[config.mk]
export PLATFORM = sky130hd
export DESIGN_NAME = ddo_ctrl
export DESIGN_NICKNAME = d
export VERILOG_FILES = /design/src/rtl/ddo_pkg.sv /design/src/rtl/ddo_ctrl.sv
export SDC_FILE = /design/constraint.sdc
export NUM_CORES = 1
export LEC_CHECK = 0
export ABC_AREA = 1
export BUFFER_PORTS_ARGS = -buffer_cell sky130_fd_sc_hd__buf_2
export CAP_MARGIN = 25
export CELL_PAD_IN_SITES_DETAIL_PLACEMENT = 1
export CELL_PAD_IN_SITES_GLOBAL_PLACEMENT = 1
export CORE_MARGIN = 10
export CORE_UTILIZATION = 34
export CTS_BUF_LIST = sky130_fd_sc_hd__clkbuf_4
export DETAILED_ROUTE_END_ITERATION = 10
export GPL_TIMING_DRIVEN = 0
export HOLD_SLACK_MARGIN = 0.06
export PLACE_DENSITY_LB_ADDON = 0.1
export SLEW_MARGIN = 5
export SYNTH_ARGS = -nofsm -noshare
export SYNTH_HDL_FRONTEND = slang
export SYNTH_SLANG_ARGS = --single-unit
[constraint.sdc]
create_clock -name clk -period 1.29 [get_ports clk]
set_clock_uncertainty 0.1 [all_clocks]
set_input_delay 0.0645 -clock clk [delete_from_list [all_inputs] [get_ports clk]]
set_output_delay 0.0645 -clock clk [all_outputs]
set_load 0.05 [all_outputs]
[src/rtl/ddo_pkg.sv]
// Package with the shared types, constants and angle table of the odometry block.
`default_nettype none
package ddo_pkg;

    localparam int ANGLE_BITS_DEF   = 16;
    localparam int CORDIC_STEPS_DEF = 16;
    localparam int STEP_W           = 5;
    localparam int DIV_DIGITS       = 18;
    localparam int IN_W             = 112;
    localparam int OUT_W            = 112;

    localparam logic [1:0] MODE_ENC     = 2'd0;
    localparam logic [1:0] MODE_LOAD_XY = 2'd1;
    localparam logic [1:0] MODE_LOAD_HD = 2'd2;
    localparam logic [1:0] MODE_HOLD    = 2'd3;

    localparam logic [1:0] REG_DIST  = 2'd0;
    localparam logic [1:0] REG_TURN  = 2'd1;
    localparam logic [1:0] REG_RATE  = 2'd2;

    localparam logic [33:0] CORDIC_X0 = 34'sd652032874;

    typedef enum logic [3:0] {
        ST_IDLE, ST_MUL_R, ST_MUL_A, ST_MUL_V, ST_PREP,
        ST_LOOP, ST_MUL_X, ST_MUL_Y, ST_FIN
    } state_t;

    typedef enum logic [3:0] {
        OP_NONE, OP_CAPTURE, OP_MUL_R, OP_MUL_A, OP_MUL_V,
        OP_PREP, OP_STEP, OP_MUL_X, OP_MUL_Y, OP_FIN
    } op_t;

    typedef struct packed {
        op_t               op;
        logic [STEP_W-1:0] step;
    } cmd_t;

    typedef struct packed {
        logic in_is_enc;
    } status_t;

    function automatic logic [31:0] atan_entry(input logic [STEP_W-1:0] i);
        logic [31:0] v;
        begin
            unique case (i)
                5'd0:    v = 32'h20000000;
                5'd1:    v = 32'h12E4051E;
                5'd2:    v = 32'h09FB385B;
                5'd3:    v = 32'h051111D4;
                5'd4:    v = 32'h028B0D43;
                5'd5:    v = 32'h0145D7E1;
                5'd6:    v = 32'h00A2F61E;
                5'd7:    v = 32'h00517C55;
                5'd8:    v = 32'h0028BE53;
                5'd9:    v = 32'h00145F2F;
                5'd10:   v = 32'h000A2F98;
                5'd11:   v = 32'h000517CC;
                5'd12:   v = 32'h00028BE6;
                5'd13:   v = 32'h000145F3;
                5'd14:   v = 32'h0000A2F9;
                5'd15:   v = 32'h0000517D;
                5'd16:   v = 32'h000028BE;
                5'd17:   v = 32'h0000145F;
                5'd18:   v = 32'h00000A30;
                5'd19:   v = 32'h00000518;
                5'd20:   v = 32'h0000028C;
                5'd21:   v = 32'h00000146;
                5'd22:   v = 32'h000000A3;
                5'd23:   v = 32'h00000051;
                default: v = 32'h00000000;
            endcase
            return v;
        end
    endfunction

endpackage
`default_nettype wire

[src/rtl/ddo_ctrl.sv]
// Controller state machine of the odometry block: sequences the datapath and owns the handshakes.
`default_nettype none
module ddo_ctrl #(
    parameter int CORDIC_STEPS = ddo_pkg::CORDIC_STEPS_DEF
) (
    input  wire logic             clk,
    input  wire logic             rst_n,
    input  wire ddo_pkg::status_t status,
    output ddo_pkg::cmd_t         cmd,
    input  wire logic             s_tvalid,
    output logic                  s_tready,
    output logic                  m_tvalid,
    input  wire logic             m_tready
);

    localparam int LOOP_N = (CORDIC_STEPS > ddo_pkg::DIV_DIGITS) ?
                            CORDIC_STEPS : ddo_pkg::DIV_DIGITS;

    ddo_pkg::state_t             state_reg, state_next;
    logic [ddo_pkg::STEP_W-1:0]  cnt_reg, cnt_next;
    logic                        valid_reg, valid_next;
    logic                        out_free;

    always_ff @(posedge clk or negedge rst_n)
    begin
        if (!rst_n)
        begin
            state_reg <= ddo_pkg::ST_IDLE;
            cnt_reg   <= '0;
            valid_reg <= 1'b0;
        end
        else
        begin
            state_reg <= state_next;
            cnt_reg   <= cnt_next;
            valid_reg <= valid_next;
        end
    end

    always_comb
    begin
        state_next = state_reg;
        cnt_next   = cnt_reg;
        out_free   = !valid_reg || m_tready;
        valid_next = valid_reg && !m_tready;
        s_tready   = 1'b0;
        cmd.op     = ddo_pkg::OP_NONE;
        cmd.step   = cnt_reg;
        unique case (state_reg)
            ddo_pkg::ST_IDLE:
            begin
                s_tready = 1'b1;
                if (s_tvalid)
                begin
                    cmd.op     = ddo_pkg::OP_CAPTURE;
                    state_next = status.in_is_enc ? ddo_pkg::ST_MUL_R : ddo_pkg::ST_FIN;
                end
            end
            ddo_pkg::ST_MUL_R:
            begin
                cmd.op     = ddo_pkg::OP_MUL_R;
                state_next = ddo_pkg::ST_MUL_A;
            end
            ddo_pkg::ST_MUL_A:
            begin
                cmd.op     = ddo_pkg::OP_MUL_A;
                state_next = ddo_pkg::ST_MUL_V;
            end
            ddo_pkg::ST_MUL_V:
            begin
                cmd.op     = ddo_pkg::OP_MUL_V;
                state_next = ddo_pkg::ST_PREP;
            end
            ddo_pkg::ST_PREP:
            begin
                cmd.op     = ddo_pkg::OP_PREP;
                cnt_next   = '0;
                state_next = ddo_pkg::ST_LOOP;
            end
            ddo_pkg::ST_LOOP:
            begin
                cmd.op   = ddo_pkg::OP_STEP;
                cnt_next = cnt_reg + 1'b1;
                if (cnt_reg == ddo_pkg::STEP_W'(LOOP_N - 1))
                    state_next = ddo_pkg::ST_MUL_X;
            end
            ddo_pkg::ST_MUL_X:
            begin
                cmd.op     = ddo_pkg::OP_MUL_X;
                state_next = ddo_pkg::ST_MUL_Y;
            end
            ddo_pkg::ST_MUL_Y:
            begin
                cmd.op     = ddo_pkg::OP_MUL_Y;
                state_next = ddo_pkg::ST_FIN;
            end
            ddo_pkg::ST_FIN:
            begin
                if (out_free)
                begin
                    cmd.op     = ddo_pkg::OP_FIN;
                    valid_next = 1'b1;
                    state_next = ddo_pkg::ST_IDLE;
                end
            end
            default: state_next = ddo_pkg::ST_IDLE;
        endcase
        m_tvalid = valid_reg;
    end

    a_accept_leaves_idle: assert property (@(posedge clk) disable iff (!rst_n)
        s_tvalid && s_tready |=> state_reg != ddo_pkg::ST_IDLE)
        else $error("accepted word did not start processing");

    a_fin_waits: assert property (@(posedge clk) disable iff (!rst_n)
        state_reg == ddo_pkg::ST_FIN && valid_reg && !m_tready |=> state_reg == ddo_pkg::ST_FIN)
        else $error("result overwritten while the previous word was held");

    a_loop_bound: assert property (@(posedge clk) disable iff (!rst_n)
        state_reg == ddo_pkg::ST_LOOP |-> cnt_reg < ddo_pkg::STEP_W'(LOOP_N))
        else $error("iteration count out of range");

endmodule
`default_nettype wire

==> results.toml <==
[sta]
slew_headroom_pct = 80.5
drv_slew = 0
layout_min_cycle_time_ns = 1.61
rsz0062_at_grt = "yes"
finalCritPeriodShare_pct = 125
worst_pin_slew_ns = 0.290
post-route-worst-setup-slack_ns = -0.323
fmax_mhz = 620
finalSetupViolations = 10
final_hold_viol_count = 0

[place]
io_buffers = 15
dp_hpwl_um = 1200
gp_congestion = 0.771

[critical_path]
max_stage_delay_ns = 0.46
cp_cell_sequence = "nor2_4 -> nand2_2 -> or2_4 -> o211ai_4 -> buf_6"
worst-path-max-fanout = 5
endpoint_kind = "output pin"
critPathLaunchType = "register"
critPathKind = "reg -> out"
crit_arrival_ns = 1.45
r2r_slack_ns = -0.13
crit_required_ns = 1.13
cp_slowest_cell = "dfrtp_2"

[floorplan]
die_y_um = 62.4
die_w_um = 62.4
ios = 16
start_util_pct = 35.8
core_region_area_mm2 = 0.00171
die_area_mm2 = 0.00389
placementRows = 15

[run_status]
status = "finished, violations left"
violations = "negative setup slack"

[route]
wl_um = 1940
drtIter0Drc = 9
first_pass_iters = 4
drc = 0
via_count = 640
via_per_inst = 4.85
ant_nets = 0
post_drt_wl_per_cell_um = 14.7

[flow_run]
drv_cap = 0

[synthesis]
avgSynthCellArea_um2 = 7.93
syn_nets = 84
synth_warnings = 0
synth_top_area_cell = "dfrtp_1"
syn_area_um2 = 611
synth_area_leaders = "dfrtp_1 41%, nand2_1 8.6%, inv_1 6.1%"
synth-seq-area-share_pct = 41.0
synth_seq_cells = 10
syn-instance-count = 77
netlist.area_leader.share_pct = 41.0
synth_cell_types = 23

[final_layout]
utilization_pct = 54.7
largest_register_ffs = 5
antennaDiodeCount = 0
n_fill_cell = 218
nets = 115
area_growth_pct = 53.1
drive_gt1_share_pct = 52.3

[cts]
cts.sinks = 10
clk_latency_ns = 0.28
cts_buffers = 3
cts_buffer_depth = 2
clkTransAtPathRegs_ns = 0.07
tritoncts = "done"
cts.root.buffer_cell = "clkbuf_4"
htree_levels = 1

[global_routing]
globalRouteTotalUtil_pct = 9.33
antenna_found_initial = 0
grt-ovfl-total = 0
grt_pass1_vias = 641
grt_max_degree = 11
grt_pass1_wl_um = 2950

[min_path]
hold_path_class = "in -> async"
## critical path: cells and delay by family (launching register included)
kind / cells / cell delay [ns]
compound gates: 1 / 0.07
buf+inv: 1 / 0.18
simple gates: 3 / 0.46
flops: 1 / 0.46
## final timing paths
check | startpoint | end | cells past startpoint
setup / recovery | state_reg[1] | cmd[5] | 5
hold reg to reg | cnt_reg[1] | cnt_reg[1] | 2
hold / removal | rst_n | m_tvalid | 2
max in group asynchronous | rst_n | state_reg[0] | 2
min in group clk | m_tready | state_reg[3] | 4
setup reg to reg | state_reg[1] | state_reg[3] | 6
## stage by stage
stage               hold WS, ns  instances  setup TNS [ns]  setup slack [ns]  instance area [um^2]
finish                   0.0644        132           -1.56            -0.323                   935
global route             0.0917        132           -2.62            -0.378                   935
CTS                      -0.120        128           -1.28            -0.292                   880
detailed placement       -0.164        117          -0.649            -0.261                   743
global placement         -0.155        117          -0.626            -0.252                   743
floorplan                -0.331         77          -0.235           -0.0713                   637
## layout by cell type, fill, tap and decap left out, types with 4 or more instances in the layout
master	count
nor2_1	7
buf_2	10
buf_6	5
nand2_2	5
nand2_1	9
buf_4	7
dfrtp_2	6
nand3_1	5
inv_1	7
dfrtp_1	4
inv_2	4
## layer usage
metal / GRT usage [%] / routed length [um]
met5: 0 / 0
met2: 15.1 / 1040
met4: 4.19 / 40
met1: 10.1 / 752
met3: 4.30 / 110
## layout make-up
class / count / area (um^2) / area share, %
well taps: 25 / 31.3 / 3.35
repair buffers: 26 / 204 / 21.8
clock buffers: 3 / 22.5 / 2.41
multi-input cells: 56 / 374 / 40.0
clock inverters: 1 / 3.75 / 0.402
inverters: 11 / 41.3 / 4.42
flip-flops and latches: 10 / 258 / 27.6
## cell families after synthesis
logic type / count (synthesis) / synth area share [%]
AND/OR/NAND/NOR: 40 / 33.8
AO/OA/AOI/OAI: 12 / 11.5
buffers and inverters: 11 / 6.76
flip-flops: 10 / 41.0
XOR/XNOR: 2 / 2.87
adder cells (fa/ha/maj): 2 / 4.10
## what timing repair did
action / in CTS / in global routing
resized for setup: 21 / 8
hold buffers: 2 / 1
buffers inserted: 5 / 3
pin swaps: 2 / 0
endpoints found under the setup margin: 7 / 13
endpoints found under the hold margin: 12 / 1
## cell usage after synthesis (all sizes together)
cell,count
o211ai,1
xnor2,1
inv,11
nand2,16
ha,2
xor2,1
a21oi,3
o21ai,6
or2,2
nand3b,1
nand4,3
dfrtp,10
nand3,6
nor2,12
o22ai,2
Power is not shown: default switching activity piles up to over one toggle a cycle in this logic, so the estimate is an artifact.
